===== src/tea_pkg.sv =====
`timescale 1ns / 1ps

package tea_pkg;

   // round constant of the cipher
   localparam logic [31:0] DELTA = 32'h9E37_79B9;

   // data word width
   localparam int WORD_WIDTH = 32;

   // configuration register indexes
   typedef enum logic [1:0] {
      REG_KEY_WORD_0 = 2'd0,
      REG_KEY_WORD_1 = 2'd1,
      REG_KEY_WORD_2 = 2'd2,
      REG_KEY_WORD_3 = 2'd3
   } reg_index_type;

   // operation selected per item
   typedef enum logic {
      MODE_ENCRYPT = 1'b0,
      MODE_DECRYPT = 1'b1
   } mode_type;

   // the 128-bit key as four words
   typedef struct packed {
      logic [WORD_WIDTH-1:0] k3;
      logic [WORD_WIDTH-1:0] k2;
      logic [WORD_WIDTH-1:0] k1;
      logic [WORD_WIDTH-1:0] k0;
   } key_type;

   // one block in flight through the pipeline
   typedef struct packed {
      mode_type              mode;
      logic [WORD_WIDTH-1:0] y;
      logic [WORD_WIDTH-1:0] z;
   } item_type;

   // round mixing function
   function automatic logic [WORD_WIDTH-1:0] mix(
      input logic [WORD_WIDTH-1:0] v,
      input logic [WORD_WIDTH-1:0] s,
      input logic [WORD_WIDTH-1:0] ka,
      input logic [WORD_WIDTH-1:0] kb
   );
      logic [WORD_WIDTH-1:0] shl_sum;
      logic [WORD_WIDTH-1:0] shr_sum;
      shl_sum = (v << 4) + ka;
      shr_sum = (v >> 5) + kb;
      return shl_sum ^ (v + s) ^ shr_sum;
   endfunction

endpackage


===== src/tea_csr.sv =====
`timescale 1ns / 1ps

module tea_csr (
   input  logic                clock,
   input  logic                reset,
   input  logic                csr_psel,
   input  logic                csr_penable,
   input  logic                csr_pwrite,
   input  logic [3:0]          csr_paddr,
   input  logic [31:0]         csr_pwdata,
   output logic [31:0]         csr_prdata,
   output logic                csr_pready,
   output tea_pkg::key_type    key
);

   tea_pkg::key_type    key_ff;
   tea_pkg::key_type    key_in;
   tea_pkg::reg_index_type reg_index;
   logic                write_en;

   assign csr_pready = 1'b1;
   assign reg_index  = tea_pkg::reg_index_type'(csr_paddr[3:2]);
   assign write_en   = csr_psel && csr_penable && csr_pwrite && csr_pready;

   // key register write decode
   always_comb begin
      key_in = key_ff;
      if (write_en) begin
         unique case (reg_index)
            tea_pkg::REG_KEY_WORD_0: key_in.k0 = csr_pwdata;
            tea_pkg::REG_KEY_WORD_1: key_in.k1 = csr_pwdata;
            tea_pkg::REG_KEY_WORD_2: key_in.k2 = csr_pwdata;
            tea_pkg::REG_KEY_WORD_3: key_in.k3 = csr_pwdata;
            default:                 key_in = key_ff;
         endcase
      end
   end

   always_ff @(posedge clock) begin
      if (reset) begin
         key_ff <= '0;
      end else begin
         key_ff <= key_in;
      end
   end

   // read back
   always_comb begin
      unique case (reg_index)
         tea_pkg::REG_KEY_WORD_0: csr_prdata = key_ff.k0;
         tea_pkg::REG_KEY_WORD_1: csr_prdata = key_ff.k1;
         tea_pkg::REG_KEY_WORD_2: csr_prdata = key_ff.k2;
         tea_pkg::REG_KEY_WORD_3: csr_prdata = key_ff.k3;
         default:                 csr_prdata = '0;
      endcase
   end

   assign key = key_ff;

endmodule


===== config.mk =====
export PLATFORM = sky130hd
export DESIGN_NAME = tea_csr
export DESIGN_NICKNAME = d
export VERILOG_FILES = /design/src/tea_pkg.sv /design/src/tea_csr.sv
export SDC_FILE = /design/constraint.sdc
export NUM_CORES = 1
export LEC_CHECK = 0
export BUFFER_PORTS_ARGS = -buffer_cell sky130_fd_sc_hd__buf_2
export CORE_MARGIN = 5
export CORE_UTILIZATION = 41
export DETAILED_ROUTE_END_ITERATION = 10
export PLACE_DENSITY_LB_ADDON = 0.25
export SETUP_SLACK_MARGIN = 0.5
export SLEW_MARGIN = 5
export SYNTH_ARGS = -nofsm -noshare
export SYNTH_HDL_FRONTEND = slang
export SYNTH_SLANG_ARGS = --single-unit

===== constraint.sdc =====
create_clock -name clock -period 1.5 [get_ports clock]
set_input_delay 0.075 -clock clock [delete_from_list [all_inputs] [get_ports clock]]
set_output_delay 0.075 -clock clock [all_outputs]
set_load 0.01 [all_outputs]

# Word-level counts from Yosys, hierarchy flattened
# Cells that the tools add are included.
# word_totals
reg_bits	128
input_bits	41
output_inout_bits	161
elab_cells	15
# op_classes
n_eq_ne	3
mux	1
reduce_logical	7
# ops
cell	count
$pmux 32 s4	1
$reduce_and 2->1	4
$eq 2x2->1 const B	2
$eq 2x1->1 const B	1
$logic_and 1x1->1	2
$logic_not 2->1	1

# Longest topological paths before layout
# depth
ltp_word	3
mapped_depth	6
ltp_nobuf	3

# Least setup slack after synthesis
# OpenSTA, ideal clock, no wires.
# synth_path
path_kind	input -> output
from	input port csr_paddr[2]
to	output port csr_prdata[0]
arrival_ps	1084
slack_ps	341
stages	3
n_path_buf	2
path_cell_list	buf_4 buf_2 mux4_2
# synth_between
elab_chain_len	2
elab_cells_between_ends	5
classes_between	3 x eq/ne; 1 x mux; 1 x reduce/logical
# synth_rtl
item	line_no	source
from (decl)	tea_csr.sv:9	input logic [3:0] csr_paddr,
$eq 2x2->1, or another cell as far along	tea_csr.sv:49	unique case (reg_index)
$pmux 32 s4 (*)	tea_csr.sv:49	
to (decl)	tea_csr.sv:11	output logic [31:0] csr_prdata,
# Mark *: on every way between the ends. The rest lies on a longest branch, timed or not.

# Final worst setup path
# layout_path
from	register key_ff (netlist bit key[97])
to	output port csr_prdata[1]
# layout_between
elab_chain_len	1
# layout_rtl
item	line_no	source
from (decl)	tea_csr.sv:16	tea_pkg::key_type key_ff;
from (signal assigned)	tea_csr.sv:43	key_ff <= key_in;
$pmux 32 s4	tea_csr.sv:49	
# Every way passes these cells.

==> implementation parameters <==
Parameter                              Value

Worst setup path
  Critical-path cell list ... mux4_2 > buf_6
  Crit Reg-Reg Endpoint ... key[126]
  Critical path data required time ... 1.42 ns
  Total buffers and inverters traversed by the critical path ... 1
  Worst R2R Setup Slack ... 0.48 ns
  Arrival time of data at the critical path endpoint ... 1.38 ns
  Delay of the slowest cell on the worst path ... 0.50 ns
  Cell family with most CP delay ... multiplexers
  Kind of end point of the critical path ... primary output
  Origin of the worst setup path ... key[97]
  Startpoint class of the critical path ... flop
  Slowest cell on the critical path ... sky130_fd_sc_hd__mux4_2
  Crit-path max FO ... 2
  Worst Setup Path Type ... flop to primary output
  Length in cells of the worst reg-to-reg path ... 6
  Worst R2R Start ... key[126]

Synthesis
  Avg Cell Area, Syn ... 11.86 sq um
  Gate count after technology mapping ... 499
  Mapped cell area ... 5917 sq um
  Number of synthesized register bits ... 128
  Post-synthesis sequential area ratio ... 43.31%
  YS warnings ... 0
  Post-synthesis cell type count ... 19
  Net count after synthesis ... 540

Timing
  Final-layout setup total negative slack ... 0 ns
  Total count of max-transition violations in the final report ... 0
  Final worst-path cycle share ... 96.67%
  Achievable frequency ... 689.6 MHz
  Worst setup slack after layout ... 0.04990 ns
  Min cycle time layout ... 1.450 ns
  Number of hold violations in the final report ... 0
  Unrepaired setup endpoints after global routing ... true
  Setup clock skew after layout ... 0 ns
  Final count of negative-setup-slack endpoints ... 0

CTS
  Number of sinks handled by clock tree synthesis ... 128
  H-tree level count ... 4
  Clock slew seen by the registers of the worst setup and hold paths ... 0.06 ns
  CTS Root Cell ... sky130_fd_sc_hd__clkbuf_16
  TritonCTS buffer count ... 17
  Clock latency on the worst-skew pair ... 0.41 ns
  Clock tree from TritonCTS ... built
  Maximum count of clock buffers along a single path ... 2

Die
  Initial cell density of the core ... 41.18%
  Number of rows created at floorplan ... 44
  Area of the core ... 14370 sq um
  Count of boundary I/O pins ... 202
  DIE HEIGHT ... 130.1 um
  Width of the chip ... 130.1 um
  Area of the die ... 16930 sq um

Cells and area
  Diode count ... 0
  Most frequent standard cell in the layout excluding fill and tap cells ... sky130_fd_sc_hd__buf_6
  Finished layout cell area ... 9298 sq um
  Area growth, synth to finish ... 57.14%
  Fin util ... 64.71%
  Largest register FFs ... 128
  Commonest cells after routing, fill and taps aside ... sky130_fd_sc_hd__buf_6 (155), sky130_fd_sc_hd__nand2b_1 (129), sky130_fd_sc_hd__mux2i_1 (128)
  Total Nets Final ... 819
  Layout cell share with drive strength beyond 1 ... 60.48%

Global route
  Maximum number of pins on one net before global-route repair ... 65
  Total congestion overflow ... 0
  Global-route wire length before repair ... 26450 um
  Number of antenna violations at the first check in global routing ... 1
  Number of global-route vias before repair ... 5134
  GRT Util Overall ... 20.25%

Route
  Final antenna-violating net count ... 0
  Via density per instance ... 4.940
  Final wirelength ... 17920 um
  DR vias ... 4797
  Post-detailed-route wirelength per cell ... 18.45 um
  Number of design rule violations left after detail routing ... 0
  DR iter-0 viols ... 199
  Pre-antenna DRT Iters ... 4

Placement
  Setup slack after placement ... 0.1190 ns
  Area of placed instances ... 7068 sq um
  I/O Buffers ... 198
  Detailed Place HPWL ... 10460 um
  Global placement routability congestion ... 0.7760

Min path
  Class of the most critical hold timing path ... input pin to flop
  Worst-case hold path end point ... key[19]
  Cells on Worst Hold Path ... 3
  Hold Path Origin ... csr_pwdata[19]

Power and ir drop
  Clock share of power ... 48.8%
  Share of total power in combinational logic ... 8.3%
  Switching share of power ... 21.94%
  Static power due to leakage ... 4.573 nW
  Switching power of the nets ... 1.782 mW
  Power share of the sequential group ... 42.9%
  Internal power ... 6.340 mW
  Power density relative to cell area ... 873.6 nW/um^2
  Maximum VDD drop ... 0.0007090 V

Flow run
  MaxCap Viol Count ... 0

Outcome
  Run status ... completed
power by group through the flow:
| stage | combinational [mW] | clock [mW] | sequential (mW) |
|---|---|---|---|
| finish | 0.672 | 3.96 | 3.49 |
| global route | 0.719 | 4.19 | 3.49 |
| CTS | 0.637 | 4.02 | 3.48 |
| detailed placement | 0.542 | 0 | 3.55 |
| global placement | 0.529 | 0 | 3.55 |
| floorplan | 0.344 | 0 | 3.57 |
timing repair:
action                                  CTS  global route
pin swaps                                 0             1
resized for setup                       195            88
hold buffers                              9             0
endpoints found under the setup margin   94           129
gates cloned                              0             1
hold endpoints to repair                 15             0
buffers inserted                         57            25
worst reg2reg max path: stages (launching register included):
cell and delay (ns):
sky130_fd_sc_hd__dfxtp_2 0.32, sky130_fd_sc_hd__buf_6 0.10, sky130_fd_sc_hd__buf_6 0.10, sky130_fd_sc_hd__buf_4 0.12, sky130_fd_sc_hd__buf_4 0.12, sky130_fd_sc_hd__nand2b_1 0.06, sky130_fd_sc_hd__mux2i_1 0.07
worst max path at each step:
stage,endpoint,slack [ns],cells after the start
5_1_grt,csr_prdata[1],0.01,2
6_report,csr_prdata[1],0.05,2
3_5_place_dp,key[74],0.12,4
4_1_cts,csr_prdata[28],0.06,2
2_1_floorplan,key[21],0.39,5
3_3_place_gp,key[4],0.15,5
per-layer routing:
layer / GRT usage, % / part of all wire [%] / up-vias
met5: 0 / 0.039 / -
li1: - / - / 2276
met4: 7.335 / 1.8 / 2
met2: 35.24 / 52 / 146
met3: 6.549 / 6.0 / 26
met1: 23.26 / 40 / 2347
cell families after synthesis:
logic type	after synthesis	synth area share, %
AND/OR/NAND/NOR	168	18.52
multiplexers	160	33.83
flip-flops	128	43.31
buffers and inverters	42	4.271
other	1	0.06338
metrics by stage:
stage                     hold slack (ns)  power [mW]  instances
after floorplan                    0.2958       3.911        499
after global placement             0.4012       4.078        851
after detailed placement           0.4235       4.095        851
after CTS                       0.0001501       8.135        945
after global routing              0.01959       8.403        971
final                            0.008907       8.122        971
synthesized netlist by cell type:
library cell               count  area share, %
sky130_fd_sc_hd__nand2b_1    129             14
sky130_fd_sc_hd__dfxtp_1     128             43
sky130_fd_sc_hd__mux2i_1     128             22
sky130_fd_sc_hd__mux4_2       32             12
sky130_fd_sc_hd__or2b_1       31            3.9
sky130_fd_sc_hd__clkbuf_1     23            1.5
sky130_fd_sc_hd__buf_4         8            1.0
sky130_fd_sc_hd__buf_2         7           0.59
sky130_fd_sc_hd__buf_12        3            1.0
sky130_fd_sc_hd__and3_2        1           0.13
sky130_fd_sc_hd__and3_4        1           0.19
sky130_fd_sc_hd__buf_6         1           0.19
sky130_fd_sc_hd__conb_1        1          0.063
sky130_fd_sc_hd__nand3_1       1          0.085
sky130_fd_sc_hd__nand3b_1      1           0.13
sky130_fd_sc_hd__nand4_1       1           0.11
sky130_fd_sc_hd__nor2_1        1          0.063
sky130_fd_sc_hd__or2_2         1           0.11
sky130_fd_sc_hd__or3b_1        1           0.15
area by class of cell:
| cell class | instances | area [sq um] |
|---|---|---|
| Tap cell | 184 | 230.2 |
| Clock buffer | 21 | 470.5 |
| Fill cell | 1061 | 5071 |
| Multi-Input combinational cell | 330 | 3110 |
| Sequential cell | 128 | 2713 |
| Timing Repair Buffer | 301 | 2686 |
| Clock inverter | 7 | 87.58 |
Note: power is estimated with default switching activity, not from simulation.
