[src/tea_pkg.sv]
`timescale 1ns / 1ps

package tea_pkg;

   // round constant of the cipher
   localparam logic [31:0] DELTA = 32'h9E37_79B9;

   // data word width
   localparam int WORD_WIDTH = 32;

   // configuration register indexes
   typedef enum logic [1:0] {
      REG_KEY_WORD_0 = 2'd0,
      REG_KEY_WORD_1 = 2'd1,
      REG_KEY_WORD_2 = 2'd2,
      REG_KEY_WORD_3 = 2'd3
   } reg_index_type;

   // operation selected per item
   typedef enum logic {
      MODE_ENCRYPT = 1'b0,
      MODE_DECRYPT = 1'b1
   } mode_type;

   // the 128-bit key as four words
   typedef struct packed {
      logic [WORD_WIDTH-1:0] k3;
      logic [WORD_WIDTH-1:0] k2;
      logic [WORD_WIDTH-1:0] k1;
      logic [WORD_WIDTH-1:0] k0;
   } key_type;

   // one block in flight through the pipeline
   typedef struct packed {
      mode_type              mode;
      logic [WORD_WIDTH-1:0] y;
      logic [WORD_WIDTH-1:0] z;
   } item_type;

   // round mixing function
   function automatic logic [WORD_WIDTH-1:0] mix(
      input logic [WORD_WIDTH-1:0] v,
      input logic [WORD_WIDTH-1:0] s,
      input logic [WORD_WIDTH-1:0] ka,
      input logic [WORD_WIDTH-1:0] kb
   );
      logic [WORD_WIDTH-1:0] shl_sum;
      logic [WORD_WIDTH-1:0] shr_sum;
      shl_sum = (v << 4) + ka;
      shr_sum = (v >> 5) + kb;
      return shl_sum ^ (v + s) ^ shr_sum;
   endfunction

endpackage

[src/tea_round_stage.sv]
`timescale 1ns / 1ps

module tea_round_stage #(
   parameter int ROUNDS      = 32,
   parameter int ROUND_INDEX = 0,
   parameter int HALF        = 0
) (
   input  logic                clock,
   input  logic                reset,
   input  tea_pkg::key_type    key,
   input  logic                in_valid,
   output logic                in_ready,
   input  tea_pkg::item_type   in_item,
   output logic                out_valid,
   input  logic                out_ready,
   output tea_pkg::item_type   out_item
);

   // running sum of this round, fixed per stage
   localparam logic [63:0] EncProd = 64'(tea_pkg::DELTA) * 64'(ROUND_INDEX + 1);
   localparam logic [63:0] DecProd = 64'(tea_pkg::DELTA) * 64'(ROUNDS - ROUND_INDEX);
   localparam logic [31:0] EncSum  = EncProd[31:0];
   localparam logic [31:0] DecSum  = DecProd[31:0];
   localparam logic        SecondHalf = (HALF != 0);

   logic                     valid_ff;
   tea_pkg::item_type        item_ff;
   tea_pkg::item_type        item_in;
   logic                     decrypt;
   logic                     update_y;
   logic [31:0]              round_sum;
   logic [31:0]              src_word;
   logic [31:0]              dst_word;
   logic [31:0]              ka;
   logic [31:0]              kb;
   logic [31:0]              mixed;
   logic [31:0]              new_word;

   assign in_ready = !valid_ff || out_ready;

   // encrypt updates y then z, decrypt updates z then y
   assign decrypt   = (in_item.mode == tea_pkg::MODE_DECRYPT);
   assign update_y  = !(decrypt ^ SecondHalf);
   assign round_sum = decrypt ? DecSum : EncSum;
   assign src_word  = update_y ? in_item.z : in_item.y;
   assign dst_word  = update_y ? in_item.y : in_item.z;
   assign ka        = update_y ? key.k0 : key.k2;
   assign kb        = update_y ? key.k1 : key.k3;
   assign mixed     = tea_pkg::mix(src_word, round_sum, ka, kb);
   assign new_word  = decrypt ? (dst_word - mixed) : (dst_word + mixed);

   always_comb begin
      item_in = in_item;
      if (update_y) begin
         item_in.y = new_word;
      end else begin
         item_in.z = new_word;
      end
   end

   // stage register, held while downstream stalls
   always_ff @(posedge clock) begin
      if (reset) begin
         valid_ff <= 1'b0;
      end else if (in_ready) begin
         valid_ff <= in_valid;
      end
   end

   always_ff @(posedge clock) begin
      if (in_ready && in_valid) begin
         item_ff <= item_in;
      end
   end

   assign out_valid = valid_ff;
   assign out_item  = item_ff;

endmodule

[config.mk]
export PLATFORM = sky130hd
export DESIGN_NAME = tea_round_stage
export DESIGN_NICKNAME = d
export VERILOG_FILES = /design/src/tea_pkg.sv /design/src/tea_round_stage.sv
export SDC_FILE = /design/constraint.sdc
export NUM_CORES = 1
export LEC_CHECK = 0
export ABC_AREA = 1
export BUFFER_PORTS_ARGS = -buffer_cell sky130_fd_sc_hd__buf_2
export CAP_MARGIN = 20
export CORE_UTILIZATION = 39
export CTS_CLUSTER_DIAMETER = 200
export DETAILED_ROUTE_END_ITERATION = 12
export PLACE_DENSITY_LB_ADDON = 0.2
export SLEW_MARGIN = 10
export SYNTH_ARGS = -nofsm -noshare
export SYNTH_HDL_FRONTEND = slang
export SYNTH_SLANG_ARGS = --single-unit
[constraint.sdc]
create_clock -name clock -period 6.2 [get_ports clock]
set_input_delay 0.93 -clock clock [delete_from_list [all_inputs] [get_ports clock]]
set_output_delay 0.93 -clock clock [all_outputs]
set_load 0.03 [all_outputs]
* Word-level counts from Yosys, hierarchy flattened
Cells that the tools add are included.
** Cells by class
- Add/subtract/negate cells :: 5
- Multiplexer cells :: 8
- Bitwise gates (word level) :: 2
- Reduce and logical (&&, ||, !) cells :: 3
** Operators with widths (number)
- two-way mux 32 bit :: 7
- adder 32 bit :: 3
- bitwise XOR 32 bit :: 2
- adder 27 x 32 -> 32 bit :: 1
- subtractor 32 bit :: 1
- two-way mux 31 bit :: 1
- logical AND 1 bit :: 1
- logical NOT 1 bit :: 1
- logical OR 1 bit :: 1
** Storage, ports and cells
- Register bits :: 66
- Output and inout bits :: 67
- Logic and storage cells :: 22

* Depth between registers and ports, before layout
Gate-level depths: netlist of run 1.
- Depth in word-level cells :: 7
- Mapped depth :: 45

* Least setup slack after synthesis of run 1
Ideal clock, no wire load.
- Path kind :: input to register
- From :: input in_item[64] (netlist name)
- To :: register item_ff, in the netlist out_item[27] (data pin)
- Data arrival time :: 6.394 ns
- Data required time :: 5.932 ns
- Slack :: -0.461 ns
- Cell stages on the path :: 38
- Path through :: buf_6 > inv_8 > buf_6 > buf_2 > buf_1 > clkbuf_1 > clkbuf_1 > nand2_1 > nand2_1 > ha_1 > fa_1 > xor2_1 > xnor2_1 > inv_1 > ha_1 > inv_1 > nor2_1 > inv_1 > (+2 left out) > nor3_1 > nor2_1 > xor2_1 > inv_1 > ha_1 > a21oi_1 > o21ai_0 > a21boi_1 > o21ai_0 > nand2_1 > nand2_1 > a21oi_1 > o21ai_0 > nand2_1 > nand2_1 > or2_2 > nand3_1 > o21ai_0
** RTL lines
- start: declaration :: RTL line tea_round_stage.sv:13 : input tea_pkg::item_type in_item,
- end signal: assignment :: RTL line tea_round_stage.sv:72 : item_ff <= item_in;
- end: declaration :: RTL line tea_round_stage.sv:27 : tea_pkg::item_type item_ff;

==> impl_metrics.env, run 1 <==
export IMPL_crit_top_cell="nand2_1"
export IMPL_intPower_mw=2.798
export IMPL_yosysWarnings=0
export IMPL_worstSetupEndpoint="out_item[63]"
export IMPL_yosys_area_top_type="nand2_1"
export IMPL_die_h_um=188.3
export IMPL_min_period_ps=5946
export IMPL_dieArea_um2=35440
export IMPL_critPathSlowestCell="ha_1"
export IMPL_grt_pass1_vias=16670
export IMPL_io_pins=264
export IMPL_cp_data_required_time_ps=6300
export IMPL_total_power_mw=5.428
export IMPL_route_detailed_drc=0
export IMPL_end_kind="flop"
export IMPL_synth_area_per_cell_um2=5.697
export IMPL_fin_crit_sh=0.9591
export IMPL_overflow=0
export IMPL_path_max_fanout=21
export IMPL_clk_latency_ps=350
export IMPL_critPathLaunch="in_item[64]"
export IMPL_max_freq_ghz=0.1682
export IMPL_first_iter_violations=1107
export IMPL_pwr_share_seq=0.127
export IMPL_clk_pin_slew_ps=60
export IMPL_port_buffers=263
export IMPL_synth_nets=2670
export IMPL_maxCapViolCount=0
export IMPL_ff2ff_path_depth=2
export IMPL_final_cells=3451
export IMPL_syn_cell_area_um2=13530
export IMPL_synth_top_cell_area_share=0.2616
export IMPL_initial_utilization=0.3995
export IMPL_ir_worst_vdd_mv=0.2247
export IMPL_worstSetupPathType="input port to flop"
export IMPL_h_tree_depth=3
export IMPL_diodes=0
export IMPL_track_usage=0.3126
export IMPL_cts_root_buf="clkbuf_16"
export IMPL_cts_buffers=9
export IMPL_nFillCells=3467
export IMPL_finalWirelength_um=56700
export IMPL_grt_pass1_wl_um=85770
export IMPL_rr_startpoint="out_valid"
export IMPL_p_sw_frac=0.4846
export IMPL_setup_worst_path_start_class="input port"
export IMPL_num_rows=67
export IMPL_drv_slew=0
export IMPL_grt_antenna_before_repair=1
export IMPL_r2r_slack_ps=4660
export IMPL_fin_tns_setup_ps=0
export IMPL_cts_tree="done"
export IMPL_min_path_type="flop to flop"
export IMPL_cellLeakagePower_nw=10.82
export IMPL_hold_viol=0
export IMPL_tightestPinTransition_ps=810.1
export IMPL_wire_per_inst_um=16.43
export IMPL_yosysUniqueCellTypes=57
export IMPL_clock_sinks=66
export IMPL_place_congestion=0.9666
export IMPL_synth_most_common_cell="nand2_1"
export IMPL_dr_pass1_iters=5
export IMPL_area_growth_pct=41.24
export IMPL_p_clk_frac=0.100
export IMPL_finalSetupViolCount=0
export IMPL_synth_async_reset_ratio=0
export IMPL_yosys_top_cells_area="nand2_1 (26%), edfxtp_1 (14%), ha_1 (8.8%)"
export IMPL_outcome="completed"
export IMPL_critPathMaxStageDelay_ps=390
export IMPL_die_width_um=188.3
export IMPL_drive_gt1_frac=0.3047
export IMPL_yosysSeqAreaShare=0.1457
export IMPL_r2r_end="out_item[29]"
export IMPL_ant_nets=0
export IMPL_hpwl_um=49510
export IMPL_ctsHoldBuffers=0
export IMPL_ys_ff_latch=66
export IMPL_hold_ws_ps=533.4
export IMPL_vias=17320
export IMPL_vias_per_cell=5.019
export IMPL_core_area_um2=33870
export IMPL_dp_cells=3430
export IMPL_synth_edf_count=65
export IMPL_ys_flop_type="edfxtp_1"
export IMPL_ctsLongestPathBuffers=2
export IMPL_fin_worst_skew_ps=5.850
export IMPL_p_sw_mw=2.630
export IMPL_netlist_instances=2375
export IMPL_final_nets=3293
export IMPL_grt_max_degree=66
export IMPL_synth_commonest_cells="nand2_1 (943), inv_1 (296), nand3_1 (168), nor2_1 (154), o21ai_0 (117)"
export IMPL_max_slew_margin=0.4600
export IMPL_power_frac_comb=0.773
export IMPL_critical_path_arrival_ps=6050
export IMPL_power_density_nw_per_um2=284.0
critical path: cells and delay by family:
kind / cells / cell delay (ps)
and+or+nand+nor: 16 / 1790
AOI/OAI and AO/OA: 5 / 1120
adders and majority gates: 2 / 700
buffers and inverters: 8 / 1180
xor gates and xnor gates: 1 / 280
worst min path at each step:
stage	cells after the start	endpoint	startpoint
after global routing	2	out_valid	out_valid
after detailed placement	2	out_valid	out_valid
after floorplan	2	out_valid	out_valid
after global placement	2	out_valid	out_valid
final	2	out_valid	out_valid
after CTS	2	out_valid	out_valid
flip-flops by register name, indices dropped and copies added, names as in the netlist:
| register | count |
|---|---|
| out_valid | 1 |
| out_item | 65 |
kinds of logic after synthesis:
kind of cell / share of synthesized area
fa+ha+maj: 0.09229
xor+xnor: 0.06344
simple gates: 0.4662
compound gates: 0.1241
flops: 0.1457
buf+inv: 0.1075
mux: 0.0007398
cells in the final DEF, fill, tap and decap left out, types with 23 or more instances in the layout:
| cell type | instances |
|---|---|
| nor2_1 | 135 |
| ha_1 | 83 |
| xor2_1 | 60 |
| o21ai_1 | 23 |
| inv_2 | 25 |
| a21oi_1 | 94 |
| nand3_1 | 160 |
| inv_1 | 295 |
| buf_4 | 375 |
| buf_2 | 262 |
| nand4_1 | 32 |
| o21ai_0 | 105 |
| nand2_2 | 65 |
| xnor2_1 | 31 |
| edfxtp_1 | 65 |
| nand2_1 | 920 |
| nor2_2 | 31 |
power groups by stage:
| stage | logic, mW | registers (mW) | clock network, mW |
|---|---|---|---|
| 3_5_place_dp | 4.02 | 0.700 | 0 |
| 5_1_grt | 4.60 | 0.700 | 0.565 |
| 2_1_floorplan | 2.07 | 0.941 | 0 |
| 6_report | 4.20 | 0.690 | 0.543 |
| 3_3_place_gp | 3.98 | 0.699 | 0 |
| 4_1_cts | 4.04 | 0.692 | 0.553 |
timing repair:
item,in CTS,in global routing
gates resized for setup,0,139
buffers inserted,0,2
endpoints found under the setup margin,0,24
metrics by stage:
stage	util	worst slack, ps	area, µm²
final	0.5643	253.9	19110
after global routing	0.5643	-44.76	19110
after CTS	0.5450	74.91	18460
after detailed placement	0.5358	-278.6	18150
after global placement	0.5358	-324.4	18150
after floorplan	-	15.60	13560
cell type report:
| cell class | instances | area [µm²] | area share |
|---|---|---|---|
| tap | 448 | 560.5 | 0.02933 |
| clock inverter | 5 | 78.83 | 0.004125 |
| sequential | 66 | 1972 | 0.1032 |
| multi-input combinational | 1946 | 10630 | 0.5563 |
| clock buffer | 11 | 232.7 | 0.01218 |
| timing repair buffer | 653 | 4414 | 0.2310 |
| inverter | 322 | 1221 | 0.06390 |
routing by layer:
| metal | routed length [µm] | global-route usage | vias to the layer above | share of wire |
|---|---|---|---|---|
| met5 | 13 | 0 | - | 0.00023 |
| met1 | 25670 | 0.4157 | 7844 | 0.45 |
| li1 | - | - | 8847 | - |
| met2 | 26140 | 0.5378 | 562 | 0.46 |
| met4 | 1389 | 0.08724 | 2 | 0.024 |
| met3 | 3479 | 0.02589 | 65 | 0.061 |
Power figures use the tool's default switching activity.
==> run 2: changes to the inputs <==
--- a/config.mk
+++ b/config.mk
@@ -12,6 +12,7 @@
 export CTS_CLUSTER_DIAMETER = 200
 export DETAILED_ROUTE_END_ITERATION = 12
 export PLACE_DENSITY_LB_ADDON = 0.2
+export REMOVE_ABC_BUFFERS = 1
 export SLEW_MARGIN = 10
 export SYNTH_ARGS = -nofsm -noshare
 export SYNTH_HDL_FRONTEND = slang
==> run 2 against run 1 <==
Sequential cell count unchanged; global-route usage down 0.62 points; power is 1.3% lower; first-iteration DRC count down 3.1%; combinational power decreased by 2%; non-clock buffer count down 11; cell count shrank 0.32%; clock power increased by 1%; maximum frequency increased by 1.6%; critical path depth grew 1; sequential power about the same; core utilization decreased by 0.38 points; largest power group unchanged.
==> impl_metrics.env, run 2 (synthesis results as in run 1) <==
export IMPL_fin_crit_sh=0.9440
export IMPL_power_density_nw_per_um2=282.1
export IMPL_p_sw_mw=2.595
export IMPL_cts_tree="done"
export IMPL_ant_nets=0
export IMPL_critPathSlowestCell="ha_1"
export IMPL_critPathLaunch="in_item[64]"
export IMPL_outcome="completed"
export IMPL_diodes=0
export IMPL_tightestPinTransition_ps=865.6
export IMPL_cellLeakagePower_nw=10.73
export IMPL_vias=17140
export IMPL_vias_per_cell=4.983
export IMPL_num_rows=67
export IMPL_path_max_fanout=25
export IMPL_place_area_um2=18060
export IMPL_intPower_mw=2.761
export IMPL_worstSetupPathType="input port to flop"
export IMPL_worstSetupEndpoint="out_item[62]"
export IMPL_end_kind="flop"
export IMPL_rr_startpoint="out_valid"
export IMPL_max_freq_ghz=0.1709
export IMPL_port_buffers=263
export IMPL_clk_latency_ps=360
export IMPL_drive_gt1_frac=0.3008
export IMPL_clk_pin_slew_ps=60
export IMPL_mostFrequentLayoutCells="nand2_1 (920), buf_4 (370), inv_1 (294)"
export IMPL_critPathMaxStageDelay_ps=320
export IMPL_route_detailed_drc=0
export IMPL_die_width_um=188.3
export IMPL_max_slew_margin=0.4229
export IMPL_fin_worst_skew_ps=9.262
export IMPL_cts_buffers=9
export IMPL_setup_worst_path_start_class="input port"
export IMPL_grt_pass1_wl_um=83600
export IMPL_ctsHoldBuffers=0
export IMPL_crit_buf_inv=9
export IMPL_crit_top_cell="nand2_1"
export IMPL_cts_root_buf="clkbuf_16"
export IMPL_dieArea_um2=35440
export IMPL_hold_viol=0
export IMPL_h_tree_depth=3
export IMPL_dr_pass1_iters=5
export IMPL_p_clk_frac=0.103
export IMPL_area_growth_pct=40.30
export IMPL_p_sw_frac=0.4845
export IMPL_place_congestion=0.9635
export IMPL_power_frac_comb=0.768
export IMPL_pwr_share_seq=0.129
export IMPL_die_h_um=188.3
export IMPL_track_usage=0.3063
export IMPL_hpwl_um=48560
export IMPL_finalSetupViolCount=0
export IMPL_largest_register_ffs=65
export IMPL_maxCapViolCount=0
export IMPL_ctsLongestPathBuffers=2
export IMPL_clock_sinks=66
export IMPL_grt_max_degree=66
export IMPL_drv_slew=0
export IMPL_r2r_slack_ps=4620
export IMPL_fin_tns_setup_ps=0
export IMPL_fin_area_um2=18980
export IMPL_final_nets=3282
export IMPL_cp_data_required_time_ps=6310
export IMPL_min_path_type="flop to flop"
export IMPL_overflow=0
export IMPL_path_depth=33
export IMPL_ff2ff_path_depth=2
export IMPL_critical_path_arrival_ps=5960
export IMPL_finalWirelength_um=55490
export IMPL_cp_top_family="simple AND/OR/NAND/NOR gates"
export IMPL_initial_utilization=0.3995
export IMPL_grt_antenna_before_repair=0
export IMPL_ir_worst_vdd_mv=0.2354
export IMPL_min_period_ps=5853
export IMPL_first_iter_violations=1073
export IMPL_total_power_mw=5.355
export IMPL_core_area_um2=33870
export IMPL_layout_commonest_cell="nand2_1"
export IMPL_io_pins=264
export IMPL_r2r_end="out_item[30]"
export IMPL_wire_per_inst_um=16.13
export IMPL_grt_pass1_vias=16190
==> run 2: cell count changes in the layout (fill, tap and decap cells not counted), moves of 3 or more <==
cell | before | now
buf_4 | 375 | 370
buf_6 | 4 | 1
buf_8 | 4 | 0
nand2_2 | 65 | 68
nand2_4 | 21 | 18
nand3_1 | 160 | 163
nand3_2 | 14 | 10
o21ai_0 | 105 | 102
==> run 2: what timing repair did <==
item                       4_1_cts  5_1_grt
gates resized for setup          5      132
pin swaps                        0       17
setup endpoints to repair        5       22
buffers inserted                 0        5
gates cloned                     0        1
==> run 2: layout make-up <==
| class | instances | area, µm² |
|---|---|---|
| multi-input combinational | 1946 | 10610 |
| timing repair buffer | 642 | 4308 |
| clock inverter | 6 | 82.58 |
| fill | 3508 | 14880 |
| inverter | 322 | 1221 |
| clock buffer | 10 | 229.0 |
| tap | 448 | 560.5 |
| sequential | 66 | 1972 |
==> run 2: power groups by stage <==
stage	Combinational, mW	Sequential (mW)	Clock, mW
3_5_place_dp	3.95	0.703	0
2_1_floorplan	2.04	0.941	0
5_1_grt	4.52	0.703	0.577
6_report	4.11	0.693	0.551
4_1_cts	3.97	0.695	0.569
3_3_place_gp	3.90	0.701	0
==> run 2: worst reg2reg max path, cell delays in order (launching register included) <==
cell and delay (ps):
dfxtp_1 340, a21oi_4 140, buf_4 680
==> run 2: metrics by stage <==
step / utilization / cells / worst slack [ps] / hold WS, ps
finish: 0.5605 / 3440 / 347.3 / 547.7
global placement: 0.5333 / 3418 / -423.1 / 507.0
floorplan: - / 2334 / 201.8 / 831.8
global route: 0.5605 / 3440 / -35.69 / 578.2
detailed placement: 0.5333 / 3418 / -521.6 / 551.7
CTS: 0.5430 / 3434 / 47.49 / 559.5
==> run 2: how the worst min path moves through the flow <==
stage / start / endpoint / slack, ps / cells after the start
finish: out_valid / out_valid / 550 / 2
global route: out_valid / out_valid / 580 / 2
CTS: out_valid / out_valid / 560 / 2
detailed placement: out_valid / out_valid / 550 / 2
global placement: out_valid / out_valid / 510 / 2
floorplan: out_valid / out_valid / 830 / 2
==> run 2: layer usage <==
metal | up-vias | share of wire | global-route usage
met5 | - | 0 | 0
met4 | 0 | 0.020 | 0.08005
met3 | 52 | 0.057 | 0.04079
met2 | 521 | 0.46 | 0.5132
met1 | 7742 | 0.46 | 0.4112
li1 | 8828 | - | -
==> run 3: changes to the inputs <==
--- a/config.mk
+++ b/config.mk
@@ -6,12 +6,11 @@
 export NUM_CORES = 1
 export LEC_CHECK = 0
 export ABC_AREA = 1
-export BUFFER_PORTS_ARGS = -buffer_cell sky130_fd_sc_hd__buf_2
+export BUFFER_PORTS_ARGS = -buffer_cell sky130_fd_sc_hd__clkbuf_2
 export CAP_MARGIN = 20
 export CORE_UTILIZATION = 39
 export CTS_CLUSTER_DIAMETER = 200
 export DETAILED_ROUTE_END_ITERATION = 12
-export PLACE_DENSITY_LB_ADDON = 0.2
 export REMOVE_ABC_BUFFERS = 1
 export SLEW_MARGIN = 10
 export SYNTH_ARGS = -nofsm -noshare
==> run 3 against run 2 <==
Worst setup slack worse by 51 ps; clock power down 11%; hold slack worse by 5.7 ps; sequential share of layout area up 0.17 points; via count down 0.32%; clock-buffer cell count down 1.
==> impl_metrics.env, run 3 (synthesis results as in run 1) <==
export IMPL_vias_per_cell=4.994
export IMPL_grt_antenna_before_repair=1
export IMPL_ant_nets=0
export IMPL_p_sw_frac=0.4967
export IMPL_layout_commonest_cell="nand2_1"
export IMPL_die_width_um=188.3
export IMPL_fin_crit_sh=0.9523
export IMPL_cts_tree="done"
export IMPL_grt_busiest_layer="met2"
export IMPL_min_period_ps=5904
export IMPL_intPower_mw=2.665
export IMPL_p_sw_mw=2.629
export IMPL_drv_slew=0
export IMPL_min_path_type="flop to flop"
export IMPL_power_density_nw_per_um2=283.4
export IMPL_finalSetupViolCount=0
export IMPL_core_area_um2=33870
export IMPL_drive_gt1_frac=0.2903
export IMPL_critical_path_arrival_ps=6010
export IMPL_ctsLongestPathBuffers=2
export IMPL_die_h_um=188.3
export IMPL_met1_usage=0.4213
export IMPL_fin_worst_skew_ps=7.435
export IMPL_critPathMaxStageDelay_ps=350
export IMPL_cp_data_required_time_ps=6310
export IMPL_io_pins=264
export IMPL_grt_pass1_vias=16320
export IMPL_fin_tns_setup_ps=0
export IMPL_dr_pass1_iters=7
export IMPL_finalWirelength_um=56230
export IMPL_track_usage=0.3127
export IMPL_critPathSlowestCell="a311oi_2"
export IMPL_total_power_mw=5.294
export IMPL_cts_buffers=9
export IMPL_area_growth_pct=38.04
export IMPL_maxCapViolCount=0
export IMPL_power_frac_comb=0.775
export IMPL_grt_use_met2=0.5312
export IMPL_max_freq_ghz=0.1694
export IMPL_place_area_um2=17910
export IMPL_p_clk_frac=0.093
export IMPL_cts_root_buf="clkbuf_16"
export IMPL_initial_utilization=0.3995
export IMPL_overflow=0
export IMPL_fin_area_um2=18680
export IMPL_port_buffers=263
export IMPL_grt_max_degree=66
export IMPL_num_rows=67
export IMPL_rsz0062_at_grt="true"
export IMPL_outcome="completed"
export IMPL_place_congestion=0.9985
export IMPL_max_slew_margin=0.4208
export IMPL_crit_top_cell="nand2_1"
export IMPL_setup_worst_path_start_class="input port"
export IMPL_worstSetupPathType="input port to flop"
export IMPL_final_nets=3263
export IMPL_ir_worst_vdd_mv=0.2389
export IMPL_hold_viol=0
export IMPL_vias=17090
export IMPL_hpwl_um=49640
export IMPL_clk_latency_ps=360
export IMPL_pwr_share_seq=0.132
export IMPL_path_max_fanout=22
export IMPL_mostFrequentLayoutCells="nand2_1 (928), buf_4 (352), inv_1 (296)"
export IMPL_clock_sinks=66
export IMPL_largest_register_ffs=65
export IMPL_dieArea_um2=35440
export IMPL_wire_per_inst_um=16.43
export IMPL_grt_pass1_wl_um=85320
export IMPL_use_met3=0.02459
export IMPL_end_kind="flop"
export IMPL_first_iter_violations=1081
export IMPL_ctsHoldBuffers=0
export IMPL_route_detailed_drc=0
export IMPL_clk_pin_slew_ps=60
export IMPL_h_tree_depth=3
export IMPL_cellLeakagePower_nw=10.63
export IMPL_tightestPinTransition_ps=868.8
## run 3: worst max-delay path, delay by kind of cell
kind / cells / cell delay (ps)
AND/OR/NAND/NOR: 13 / 1640
buffers and inverters: 7 / 1040
XOR/XNOR: 2 / 360
adder cells (fa/ha/maj): 2 / 540
AO/OA/AOI/OAI: 7 / 1450
## run 3: stage by stage
step	util	setup WS [ps]	std cells	hold slack, ps
6_report	0.5515	296.0	3422	542.0
5_1_grt	0.5514	-40.26	3421	584.9
4_1_cts	0.5371	66.62	3417	547.7
3_5_place_dp	0.5288	-275.3	3401	538.1
3_3_place_gp	0.5288	-337.2	3401	523.0
2_1_floorplan	-	201.8	2334	831.8
## run 3: power by group through the flow
stage	combinational [mW]	sequential [mW]	clock, mW
after floorplan	2.04	0.941	0
after global placement	3.91	0.706	0
after detailed placement	3.95	0.708	0
after CTS	3.96	0.699	0.503
after global routing	4.52	0.707	0.514
final	4.10	0.697	0.493
## run 3: repair_timing
| item | CTS | global route |
|---|---|---|
| setup buffers | 0 | 3 |
| setup endpoints to repair | 0 | 22 |
| resized for setup | 0 | 104 |
## run 3: path summary, 6_finish.rpt
path                                     end  slack, ps  depth (start not counted)         from
worst min-delay path               out_valid        540                          2    out_valid
worst min register to register     out_valid        540                          2    out_valid
worst max-delay path            out_item[63]        300                         31  in_item[64]
worst max register to register  out_item[61]       4610                          2    out_valid
## run 3: layout make-up
type                            count  area (µm²)
Clock buffer                        9       225.2
Timing Repair Buffer              622        4090
Multi-Input combinational cell   1946       10540
Sequential cell                    66        1972
Fill cell                        3518       15190
Tap cell                          448       560.5
Clock inverter                      7       53.80
Inverter                          322        1221
Timing Repair inverter              1       8.758
Antenna cell                        1       2.502
## run 3: metal layers
| metal | routed length (µm) | vias up |
|---|---|---|
| li1 | - | 8778 |
| met1 | 25930 | 7705 |
| met2 | 25670 | 525 |
| met3 | 3144 | 78 |
| met4 | 1466 | 2 |
| met5 | 13 | - |
